--- src/rtl/core/btc_pkg.sv ---
// Shared digit codes and queue sizing for the balanced ternary converter.
package btc_pkg;

	localparam logic [1:0] CODE_ZERO  = 2'd0;
	localparam logic [1:0] CODE_PLUS  = 2'd1;
	localparam logic [1:0] CODE_MINUS = 2'd2;
	localparam logic [1:0] CODE_NONE  = 2'd3;

	localparam int QUEUE_DEPTH = 2;
	localparam int QUEUE_PTR_W = 1;

endpackage

--- src/rtl/core/btc_front.sv ---
// Front end: accepts a request and extracts its balanced ternary digits, least significant first.
module btc_front #(
	parameter int VALUE_BITS = 10,
	parameter int MAX_DIGITS = 7,
	parameter int CNT_W      = 3,
	parameter int IDX_W      = 3
) (
	input  logic                        clk,
	input  logic                        arst_n,
	input  logic                        start,
	input  logic [VALUE_BITS-1:0]       value,
	output logic                        busy,
	input  logic                        q_full,
	output logic                        q_push,
	output logic [MAX_DIGITS-1:0][1:0]  q_digits,
	output logic [CNT_W-1:0]            q_count
);
	import btc_pkg::*;

	localparam int SHIFT = VALUE_BITS + 2;
	localparam logic [63:0] RECIP_WIDE = ((64'd1 << SHIFT) / 64'd3) + 64'd1;
	localparam logic [VALUE_BITS:0] RECIP = RECIP_WIDE[VALUE_BITS:0];
	localparam int PROD_W = 2 * VALUE_BITS + 1;

	localparam logic [1:0] ST_IDLE = 2'd0;
	localparam logic [1:0] ST_CONV = 2'd1;
	localparam logic [1:0] ST_PUSH = 2'd2;

	logic [1:0]                   state_q;
	logic [VALUE_BITS-1:0]        v_q;
	logic [CNT_W-1:0]             cnt_q;
	logic [MAX_DIGITS-1:0][1:0]   dig_q;

	logic [PROD_W-1:0]            prod;
	logic [VALUE_BITS-2:0]        quot;
	logic [VALUE_BITS-1:0]        quot_ext;
	logic [VALUE_BITS-1:0]        three_q;
	logic [VALUE_BITS-1:0]        rem_full;
	logic [1:0]                   rem;
	logic                         conv_done;

	assign prod      = PROD_W'(v_q) * PROD_W'(RECIP);
	assign quot      = prod[PROD_W-1:SHIFT];
	assign quot_ext  = {1'b0, quot};
	assign three_q   = quot_ext + {quot, 1'b0};
	assign rem_full  = v_q - three_q;
	assign rem       = rem_full[1:0];
	assign conv_done = (v_q == '0) || (cnt_q == CNT_W'(MAX_DIGITS));

	assign busy     = (state_q != ST_IDLE);
	assign q_push   = (state_q == ST_PUSH) && !q_full;
	assign q_digits = dig_q;
	assign q_count  = cnt_q;

	always_ff @(posedge clk or negedge arst_n) begin
		if (!arst_n) begin
			state_q <= ST_IDLE;
		end else begin
			unique case (state_q)
				ST_IDLE: begin
					if (start) begin
						state_q <= ST_CONV;
					end
				end
				ST_CONV: begin
					if (conv_done) begin
						state_q <= ST_PUSH;
					end
				end
				ST_PUSH: begin
					if (!q_full) begin
						state_q <= ST_IDLE;
					end
				end
				default: begin
					state_q <= ST_IDLE;
				end
			endcase
		end
	end

	always_ff @(posedge clk) begin
		if (state_q == ST_IDLE && start) begin
			v_q   <= value;
			cnt_q <= (value == '0) ? CNT_W'(1) : '0;
			if (value == '0) begin
				dig_q[0] <= CODE_ZERO;
			end
		end else if (state_q == ST_CONV && !conv_done) begin
			case (rem)
				2'd2: begin
					dig_q[cnt_q[IDX_W-1:0]] <= CODE_MINUS;
					v_q <= quot_ext + VALUE_BITS'(1);
				end
				2'd1: begin
					dig_q[cnt_q[IDX_W-1:0]] <= CODE_PLUS;
					v_q <= quot_ext;
				end
				default: begin
					dig_q[cnt_q[IDX_W-1:0]] <= CODE_ZERO;
					v_q <= quot_ext;
				end
			endcase
			cnt_q <= cnt_q + CNT_W'(1);
		end
	end

	a_push_nonempty: assert property (@(posedge clk) disable iff (!arst_n)
		q_push |-> (cnt_q != '0))
		else $error("front pushes an empty digit run");

endmodule

--- src/rtl/core/btc_queue.sv ---
// Short queue of converted digit runs between front and back end.
module btc_queue #(
	parameter int MAX_DIGITS = 7,
	parameter int CNT_W      = 3
) (
	input  logic                        clk,
	input  logic                        arst_n,
	input  logic                        push,
	input  logic [MAX_DIGITS-1:0][1:0]  wr_digits,
	input  logic [CNT_W-1:0]            wr_count,
	input  logic                        pop,
	output logic                        full,
	output logic                        empty,
	output logic [MAX_DIGITS-1:0][1:0]  rd_digits,
	output logic [CNT_W-1:0]            rd_count
);
	import btc_pkg::*;

	logic [MAX_DIGITS-1:0][1:0] dig_mem [QUEUE_DEPTH];
	logic [CNT_W-1:0]           cnt_mem [QUEUE_DEPTH];
	logic [QUEUE_PTR_W-1:0]     wr_ptr_q;
	logic [QUEUE_PTR_W-1:0]     rd_ptr_q;
	logic [QUEUE_PTR_W:0]       fill_q;

	assign full      = (fill_q == (QUEUE_PTR_W+1)'(QUEUE_DEPTH));
	assign empty     = (fill_q == '0);
	assign rd_digits = dig_mem[rd_ptr_q];
	assign rd_count  = cnt_mem[rd_ptr_q];

	always_ff @(posedge clk) begin
		if (push) begin
			dig_mem[wr_ptr_q] <= wr_digits;
			cnt_mem[wr_ptr_q] <= wr_count;
		end
	end

	always_ff @(posedge clk or negedge arst_n) begin
		if (!arst_n) begin
			wr_ptr_q <= '0;
			rd_ptr_q <= '0;
			fill_q   <= '0;
		end else begin
			if (push) begin
				wr_ptr_q <= wr_ptr_q + QUEUE_PTR_W'(1);
			end
			if (pop) begin
				rd_ptr_q <= rd_ptr_q + QUEUE_PTR_W'(1);
			end
			if (push && !pop) begin
				fill_q <= fill_q + (QUEUE_PTR_W+1)'(1);
			end else if (pop && !push) begin
				fill_q <= fill_q - (QUEUE_PTR_W+1)'(1);
			end
		end
	end

	a_no_overflow: assert property (@(posedge clk) disable iff (!arst_n)
		push |-> !full)
		else $error("queue written while full");

	a_no_underflow: assert property (@(posedge clk) disable iff (!arst_n)
		pop |-> !empty)
		else $error("queue read while empty");

endmodule

--- src/rtl/core/btc_back.sv ---
// Back end: emits each queued digit run, most significant digit first.
module btc_back #(
	parameter int MAX_DIGITS = 7,
	parameter int CNT_W      = 3,
	parameter int IDX_W      = 3
) (
	input  logic                        clk,
	input  logic                        arst_n,
	input  logic                        q_empty,
	input  logic [MAX_DIGITS-1:0][1:0]  q_digits,
	input  logic [CNT_W-1:0]            q_count,
	output logic                        q_pop,
	output logic                        valid,
	output logic [1:0]                  digit,
	output logic                        last_digit
);
	logic                        active_q;
	logic [IDX_W-1:0]            idx_q;
	logic [MAX_DIGITS-1:0][1:0]  dig_q;
	logic                        valid_q;
	logic [1:0]                  digit_q;
	logic                        last_q;
	logic                        pop;

	assign pop         = !q_empty && (!active_q || idx_q == '0);
	assign q_pop       = pop;
	assign valid       = valid_q;
	assign digit       = digit_q;
	assign last_digit  = last_q;

	always_ff @(posedge clk or negedge arst_n) begin
		if (!arst_n) begin
			active_q <= 1'b0;
			valid_q  <= 1'b0;
		end else begin
			valid_q <= active_q;
			if (pop) begin
				active_q <= 1'b1;
			end else if (active_q && idx_q == '0) begin
				active_q <= 1'b0;
			end
		end
	end

	always_ff @(posedge clk) begin
		if (active_q) begin
			digit_q <= dig_q[idx_q];
			last_q  <= (idx_q == '0);
		end
		if (pop) begin
			dig_q <= q_digits;
			idx_q <= IDX_W'(q_count - CNT_W'(1));
		end else if (active_q) begin
			idx_q <= idx_q - IDX_W'(1);
		end
	end

endmodule

--- src/rtl/core/balanced_ternary_converter.sv ---
// Top level: binary to balanced ternary converter, front end, queue and back end.
// Front end extracts the digits one at a time in its divide-by-three loop; a zero request
// gets its single zero digit without the loop. busy is high from acceptance until the
// run is queued; the front end then takes a new request while the back end still emits
// earlier runs. Sustained rate is set by the front end's divide-by-three loop.
// Asynchronous active-low reset clears state, queue and strobe; the receiver cannot stall.
module balanced_ternary_converter #(
	parameter int VALUE_BITS = 10,
	parameter int MAX_DIGITS = 7
) (
	input  logic                   clk,
	input  logic                   arst_n,
	input  logic                   start,
	output logic                   busy,
	input  logic [VALUE_BITS-1:0]  value,
	output logic                   valid,
	output logic [1:0]             digit,
	output logic                   last_digit
);
	import btc_pkg::*;

	localparam int CNT_W = $clog2(MAX_DIGITS + 1);
	localparam int IDX_W = $clog2(MAX_DIGITS);

	logic                       q_push;
	logic                       q_full;
	logic                       q_pop;
	logic [MAX_DIGITS-1:0][1:0] f_digits;
	logic [CNT_W-1:0]           f_count;
	logic [MAX_DIGITS-1:0][1:0] b_digits;
	logic [CNT_W-1:0]           b_count;
	logic                       q_empty;

	btc_front #(
		.VALUE_BITS (VALUE_BITS),
		.MAX_DIGITS (MAX_DIGITS),
		.CNT_W      (CNT_W),
		.IDX_W      (IDX_W)
	) u_front (
		.clk      (clk),
		.arst_n   (arst_n),
		.start    (start),
		.value    (value),
		.busy     (busy),
		.q_full   (q_full),
		.q_push   (q_push),
		.q_digits (f_digits),
		.q_count  (f_count)
	);

	btc_queue #(
		.MAX_DIGITS (MAX_DIGITS),
		.CNT_W      (CNT_W)
	) u_queue (
		.clk       (clk),
		.arst_n    (arst_n),
		.push      (q_push),
		.wr_digits (f_digits),
		.wr_count  (f_count),
		.pop       (q_pop),
		.full      (q_full),
		.empty     (q_empty),
		.rd_digits (b_digits),
		.rd_count  (b_count)
	);

	btc_back #(
		.MAX_DIGITS (MAX_DIGITS),
		.CNT_W      (CNT_W),
		.IDX_W      (IDX_W)
	) u_back (
		.clk        (clk),
		.arst_n     (arst_n),
		.q_empty    (q_empty),
		.q_digits   (b_digits),
		.q_count    (b_count),
		.q_pop      (q_pop),
		.valid      (valid),
		.digit      (digit),
		.last_digit (last_digit)
	);

	a_busy_after_start: assert property (@(posedge clk) disable iff (!arst_n)
		(start && !busy) |=> busy)
		else $error("request accepted without going busy");

	a_run_contiguous: assert property (@(posedge clk) disable iff (!arst_n)
		(valid && !last_digit) |=> valid)
		else $error("digit run broken before its last digit");

	a_digit_code: assert property (@(posedge clk) disable iff (!arst_n)
		valid |-> (digit != CODE_NONE))
		else $error("invalid digit code emitted");

endmodule

--- config.mk ---
export PLATFORM = sky130hd
export DESIGN_NAME = balanced_ternary_converter
export DESIGN_NICKNAME = d
export VERILOG_FILES = /design/src/rtl/core/btc_pkg.sv /design/src/rtl/core/btc_front.sv /design/src/rtl/core/btc_queue.sv /design/src/rtl/core/btc_back.sv /design/src/rtl/core/balanced_ternary_converter.sv
export SDC_FILE = /design/constraint.sdc
export NUM_CORES = 1
export LEC_CHECK = 0
export BUFFER_PORTS_ARGS = -buffer_cell sky130_fd_sc_hd__clkbuf_2
export CORE_ASPECT_RATIO = 0.5
export CORE_UTILIZATION = 35
export CTS_CLUSTER_DIAMETER = 100
export DETAILED_ROUTE_END_ITERATION = 8
export PLACE_DENSITY = 0.51
export RECOVER_POWER = 100
export SETUP_SLACK_MARGIN = 0.1
export SKIP_CTS_REPAIR_TIMING = 1
export SLEW_MARGIN = 20
export SYNTH_ARGS = -nofsm -noshare
export SYNTH_HDL_FRONTEND = slang
export SYNTH_SLANG_ARGS = --single-unit
--- constraint.sdc ---
create_clock -name clk -period 6.27 [get_ports clk]
set_clock_uncertainty 0.1 [all_clocks]
set_input_delay 0.3135 -clock clk [delete_from_list [all_inputs] [get_ports clk]]
set_output_delay 0.3135 -clock clk [all_outputs]
set_load 0.03 [all_outputs]
* Word level (Yosys, flattened, before mapping)
Memory sizes are Yosys's and may differ from the RTL's. A register that Yosys moved wholly into a read port is not among the register bits.
Index checks and enable logic that the tools add are counted.
** Word-level totals
- Register bits :: 41
- Memory bits (writable) :: 34
- Input port bits :: 13
- Logic and storage cells :: 108
- Memories kept :: 2
** Memory list
- u_queue.dig_mem :: depth 2, bits a word 14, read ports 1, clocked after Yosys merged registers in 1, wr ports 1, RTL line btc_queue.sv:19 : logic [MAX_DIGITS-1:0][1:0] dig_mem [QUEUE_DEPTH];
- u_queue.cnt_mem :: depth 2, bits a word 3, read ports 1, clocked after Yosys merged registers in 0, wr ports 1, RTL line btc_queue.sv:20 : logic [CNT_W-1:0] cnt_mem [QUEUE_DEPTH];
** Cells by class
- Add/subtract/negate cells :: 10
- $mul :: 1
- Magnitude comparators :: 3
- Equal/unequal tests :: 10
- Mux-type cells :: 26
- Bitwise gates (word level) :: 9
- Reductions and logical operators :: 29
** Operator list (count)
- 10-bit 2-to-1 mux :: 3
- 14-bit case mux with 2 select lines :: 1
- 10-bit logical NOT :: 2
- 10-bit by 10-bit multiplier with 20-bit output, second input constant :: 1
- 2-bit 2-to-1 mux :: 10
- 14-bit bitwise AND :: 1
- 7-bit bitwise AND :: 2
- 14-bit inverter :: 1
- 7-bit inverter :: 2
- 7-bit bitwise OR :: 2
- 3-bit 2-to-1 mux :: 4
- 9-bit by 1-bit adder with 10-bit output, second input constant :: 1
- 2-bit nonzero test :: 5
- 1-bit logical AND :: 8
- 3-bit by 4-bit less-than comparator with 1-bit output, second input constant :: 2
- 2-bit binary-select mux with 3-bit select :: 1
- 2-bit demux with 3-bit select :: 1
- 2-bit == test, second input constant :: 3
- 1-bit logical NOT :: 6
- 2-bit != test, second input constant :: 3
- 2-bit case mux with 3 select lines :: 1
- 3-bit by 1-bit subtractor with 3-bit output, second input constant :: 2
- 1-bit 2-to-1 mux :: 5
- 2-bit by 1-bit == test with 1-bit output, second input constant :: 2
- 15 further kinds :: 19

* Depth between registers and ports, before layout
- Depth in word-level cells :: 9
- Depth in mapped cells :: 27
- Depth with buffers taken out :: 25

* Cells and area by module
From an unflattened synthesis, not the netlist that was laid out.
** Second synthesis, totals
- Cell total of the unflattened synthesis :: 545
- Area, all modules :: 6189.7 µm²
** By module, submodules not included
- btc_front :: instances 1, cells each 420, area each 3794.9 µm², seq. area each 860.8 µm²
- btc_queue :: instances 1, cells each 69, area each 1463.9 µm², seq. area each 1121.1 µm²
- btc_back :: instances 1, cells each 56, area each 930.9 µm², seq. area each 650.6 µm²

* Least setup slack after synthesis
OpenSTA, ideal clock, no wires.
- Path type :: reg2reg
- Start point :: register u_front.v_q[0]
- End point :: register u_front.v_q[8] (data pin)
- Library setup time :: 0.258 ns
- Arrival :: 5.994 ns
- Data required time :: 5.912 ns
- Setup slack :: -0.082 ns
- Stages on the path, launching flop included :: 24
- Cell sequence :: edfxtp_1 ha_1 ha_1 fa_1 fa_1 inv_1 fa_1 inv_1 ha_1 buf_6 o21a_1 o21a_1 a221o_1 a211oi_2 ha_1 inv_1 ha_1 xnor2_1 ha_1 nand2_1 nor4_1 nand2_1 nor3_1 nor3_1
** Between the ends
- Cells in the longest elaborated chain, start to end :: 7
- Elaborated cells on any way between the ends :: 8
- Classes of those cells :: 3 x add/sub; 1 x mul; 1 x eq/ne; 3 x mux
** RTL lines
- start: declaration :: RTL line btc_front.sv:30 : logic [VALUE_BITS-1:0] v_q;
- start signal: assignment :: RTL line btc_front.sv:84 : v_q <= value;
- start signal: assignment :: RTL line btc_front.sv:93 : v_q <= quot_ext + VALUE_BITS'(1);
- start signal: assignment :: RTL line btc_front.sv:97 : v_q <= quot_ext;
- 10-bit by 10-bit multiplier with 20-bit output :: RTL line btc_front.sv:42 : assign prod = PROD_W'(v_q) * PROD_W'(RECIP);
- 2-bit adder :: RTL line btc_front.sv:45 : assign three_q = quot_ext + {quot, 1'b0};
- 2-bit subtractor :: RTL line btc_front.sv:46 : assign rem_full = v_q - three_q;
- 2-bit == test :: RTL line btc_front.sv:90 : case (rem)
- 10-bit 2-to-1 mux * :: RTL line btc_front.sv:90
- 10-bit 2-to-1 mux * :: RTL line btc_front.sv:89 : end else if (state_q == ST_CONV && !conv_done) begin
- 10-bit 2-to-1 mux * :: RTL line btc_front.sv:83 : if (state_q == ST_IDLE && start) begin
Mark *: on every way between the ends. The rest lies on a longest branch, timed or not. The select of a mux whose other input is x is not followed.
A chain may end at the register's enable or synchronous reset.

* Worst setup path after layout
- Start point :: register u_front.v_q[7]
- End point :: register u_front.dig_q (netlist bit u_front.q_digits[1]) (data pin)
** Between the ends
- Cells in the longest elaborated chain, start to end :: 7
- Elaborated cells on any way between the ends :: 8
- Classes of those cells :: 2 x add/sub; 1 x mul; 2 x eq/ne; 3 x mux
** RTL lines
- 10-bit by 10-bit multiplier with 20-bit output * :: RTL line btc_front.sv:42
- 2-bit adder * :: RTL line btc_front.sv:45
- 2-bit subtractor * :: RTL line btc_front.sv:46
- 2-bit by 1-bit == test with 1-bit output / 2-bit == test (equally long branches) :: RTL line btc_front.sv:90
- 14-bit case mux with 2 select lines * :: RTL line btc_front.sv:90
- 2-bit 2-to-1 mux * :: RTL line btc_front.sv:89
- 2-bit 2-to-1 mux * :: RTL line btc_front.sv:83
- end: declaration :: RTL line btc_front.sv:32 : logic [MAX_DIGITS-1:0][1:0] dig_q;
Marks and branches as above.

==> impl_metrics.env <==
export IMPL_grt_pass1_wl_mm=21.0
export IMPL_ys_ff_latch=89
export IMPL_rr_worst_depth=22
export IMPL_ctsHtreeMaxLevel=3
export IMPL_hpwl_mm=10.1
export IMPL_worstPathRequired_ps=6220
export IMPL_final_antenna_net_count=0
export IMPL_rows=33
export IMPL_crit_top_cell="ha_4"
export IMPL_cts_buffer_depth=2
export IMPL_drc=0
export IMPL_gp_congestion=0.833
export IMPL_start_kind="register"
export IMPL_grt_pass1_vias=4014
export IMPL_maxCapViolations=1
export IMPL_first_pass_iters=5
export IMPL_fp_coreArea_sq_um=16700
export IMPL_syn_inst=552
export IMPL_synthSimpleGateAreaFrac=0.112
export IMPL_maxSlewViolCount=0
export IMPL_syn_nets=658
export IMPL_cp_depth=22
export IMPL_n_fill_cell=1556
export IMPL_num_antenna_cells=0
export IMPL_via_per_inst=5.02
export IMPL_synthToLayoutAreaGrowth_pct=20.7
export IMPL_synth_top_family_by_area="adder cells"
export IMPL_initial_core_util=0.366
export IMPL_cts_sinks=89
export IMPL_drt_iter0_drc=188
export IMPL_synth_compound_area_frac=0.106
export IMPL_cts_tree="yes"
export IMPL_violations="max-capacitance violations"
export IMPL_die_w_microns=189
export IMPL_path_clk_slew_ps=70
export IMPL_rsz0062_at_grt="false"
export IMPL_via_count=4155
export IMPL_crit_chain="clkbuf_1 -> ha_1 -> ha_1 -> inv_1 -> fa_1 -> fa_1 -> inv_1 -> ha_4 -> ha_4 -> o21a_1 -> o21a_1 -> a221o_1 -> a211oi_4 -> ha_4 -> ha_4 -> nor2_4 -> xor2_2 -> inv_1 -> ha_1 -> or2_2 -> a21oi_1 -> nor3_1"
export IMPL_status="finished with violations"
export IMPL_final_cell_mix="edfxtp_1, inv_1, ha_1"
export IMPL_post_route_min_period_ps=6020
export IMPL_fin_util=0.442
export IMPL_critPathMaxFanout=7
export IMPL_synth_xor_area_share=0.0327
export IMPL_fin_crit_sh=0.961
export IMPL_hold_viol=0
export IMPL_pre_cts_ws_ps=-21.8
export IMPL_slowest_delay_ps=550
export IMPL_crit_slowest_cell="fa_1"
export IMPL_synthAdderAreaFrac=0.217
export IMPL_async_reset_ff_frac=0.0899
export IMPL_ys_seq_area_frac=0.430
export IMPL_grt_max_degree=23
export IMPL_mostFrequentLayoutCell="edfxtp_1"
export IMPL_finalSetupViolations=0
export IMPL_pin_count=18
export IMPL_fin_cells=827
export IMPL_routed_wl_mm=13.4
export IMPL_final_nets=701
export IMPL_synth_main_ff_cell="edfxtp_1"
export IMPL_cts_root_buf="clkbuf_16"
export IMPL_fin_ws_ps=248
export IMPL_placed_cells=794
export IMPL_mappedNetlistArea_sq_um=6120
export IMPL_arrival_ps=5970
export IMPL_critPathKind="register to register"
export IMPL_placement_io_buffers=17
export IMPL_worstMarginPinSlew_ps=1470
export IMPL_wl_per_cell_microns=16.2
export IMPL_avgSynthCellArea_sq_um=11.1
export IMPL_hold_path_depth=3
export IMPL_synth_edf_count=81
export IMPL_slew_headroom=0.0150
export IMPL_die_y_microns=95.5
export IMPL_antenna_found_initial=0
export IMPL_ys_warn_count=0
export IMPL_insertion_delay_ps=340
export IMPL_worst_setup_path_end_kind="register"
export IMPL_clock_fmax_mhz=166
export IMPL_final_layout_size_suffix_gt1_frac=0.215
export IMPL_path_buf_inv=4
export IMPL_hold_path_class="input port to register"
export IMPL_critical_path_top_delay_family="adder cells"
export IMPL_muxShareOfSynthArea=0.0430
export IMPL_synth_distinct_cells=61
export IMPL_cts_buffers=9
export IMPL_grt_overflow_total=0
export IMPL_gr_usage_all_layers=0.152
export IMPL_die_area_sq_um=18000
==> synth_stat cells, types with 4 or more instances <==
| cell type | instances | area, sq um |
|---|---|---|
| a21o_1 | 7 | 52.6 |
| nand2b_1 | 6 | 37.5 |
| fa_1 | 22 | 440 |
| a21oi_1 | 32 | 160 |
| nand2_1 | 31 | 116 |
| nand3b_1 | 4 | 30.0 |
| xnor2_1 | 12 | 105 |
| dfrtp_1 | 8 | 200 |
| o21ai_0 | 23 | 115 |
| nand3_1 | 8 | 40.0 |
| nor3_1 | 8 | 40.0 |
| o21a_1 | 8 | 60.1 |
| ha_1 | 71 | 888 |
| nand4_1 | 7 | 43.8 |
| nor4_1 | 6 | 37.5 |
| xor2_1 | 9 | 78.8 |
| nor2_1 | 35 | 131 |
| and2_1 | 4 | 25.0 |
| clkbuf_1 | 18 | 67.6 |
| mux2_2 | 14 | 158 |
| edfxtp_1 | 81 | 2430 |
| inv_1 | 70 | 263 |
| mux2i_1 | 6 | 60.1 |
==> worst register-to-register path, stage by stage, from the launching register on <==
cell	delay (ps)
edfxtp_1	480
clkbuf_1	170
ha_1	300
ha_1	310
inv_1	70
fa_1	510
fa_1	550
inv_1	60
ha_4	250
ha_4	240
o21a_1	130
o21a_1	230
a221o_1	370
a211oi_4	340
ha_4	270
ha_4	160
nor2_4	100
xor2_2	220
inv_1	80
ha_1	200
or2_2	380
a21oi_1	150
nor3_1	70
==> path summary, 6_finish.rpt <==
| path | start | end | slack, ps |
|---|---|---|---|
| max | u_front.v_q[7] | u_front.q_digits[1] | 250 |
| min | value[5] | u_front.v_q[5] | 180 |
| max reg2reg | u_front.v_q[7] | u_front.q_digits[1] | 250 |
| min reg2reg | u_front.q_digits[4] | u_queue.dig_mem[0][4] | 380 |
| max in group asynchronous | arst_n | u_queue.wr_ptr_q | 5360 |
| min in group asynchronous | arst_n | u_queue.fill_q[0] | 350 |
==> routing by layer <==
| metal | vias to the layer above | routed length, microns | GRT usage |
|---|---|---|---|
| met5 | - | 0 | 0 |
| met2 | 51 | 6430 | 0.254 |
| met4 | 0 | 116 | 0.0403 |
| met1 | 2038 | 6530 | 0.205 |
| met3 | 9 | 331 | 0.0269 |
| li1 | 2057 | - | - |
==> registers in the layout (all words and copies together) (netlist names) <==
name	cells
u_queue.dig_mem	28
u_back.active_q	1
u_back.last_digit	1
u_front.state_q	2
u_front.q_digits	14
u_queue.cnt_mem	6
u_back.idx_q	3
u_queue.wr_ptr_q	1
u_front.v_q	10
u_front.q_count	3
u_queue.rd_ptr_q	1
u_back.digit	2
u_back.dig_q	14
u_queue.fill_q	2
u_back.valid	1
==> per-stage QoR <==
step                      hold slack (ps)  TNS, ps  cell area [sq um]
after floorplan                     -82.1        0               6180
after global placement               74.8        0               6590
after detailed placement             82.5    -21.8               6590
after CTS                            -286    -76.5               6890
after global routing                  183        0               7380
final                                 183        0               7380
==> cell type report <==
| cell class | instances | area (sq um) | share of cell area |
|---|---|---|---|
| Sequential cell | 89 | 2630 | 0.357 |
| Tap cell | 227 | 284 | 0.0385 |
| Timing Repair Buffer | 54 | 354 | 0.0480 |
| Clock buffer | 10 | 229 | 0.0310 |
| Multi-Input combinational cell | 371 | 3550 | 0.480 |
| Inverter | 70 | 263 | 0.0356 |
| Clock inverter | 6 | 73.8 | 0.0100 |
==> kinds of logic (layout without fill, tap and decap cells) <==
kind of cell               after synthesis  after routing
xor gates and xnor gates                22             22
AOI/OAI and AO/OA                      101            101
DFF                                     89             89
muxes                                   22             22
and+or+nand+nor                        133            133
adders and majority gates               93             93
buffers and inverters                   92            140
Power is not shown: default switching activity piles up to over one toggle a cycle in this logic, so the estimate is an artifact.
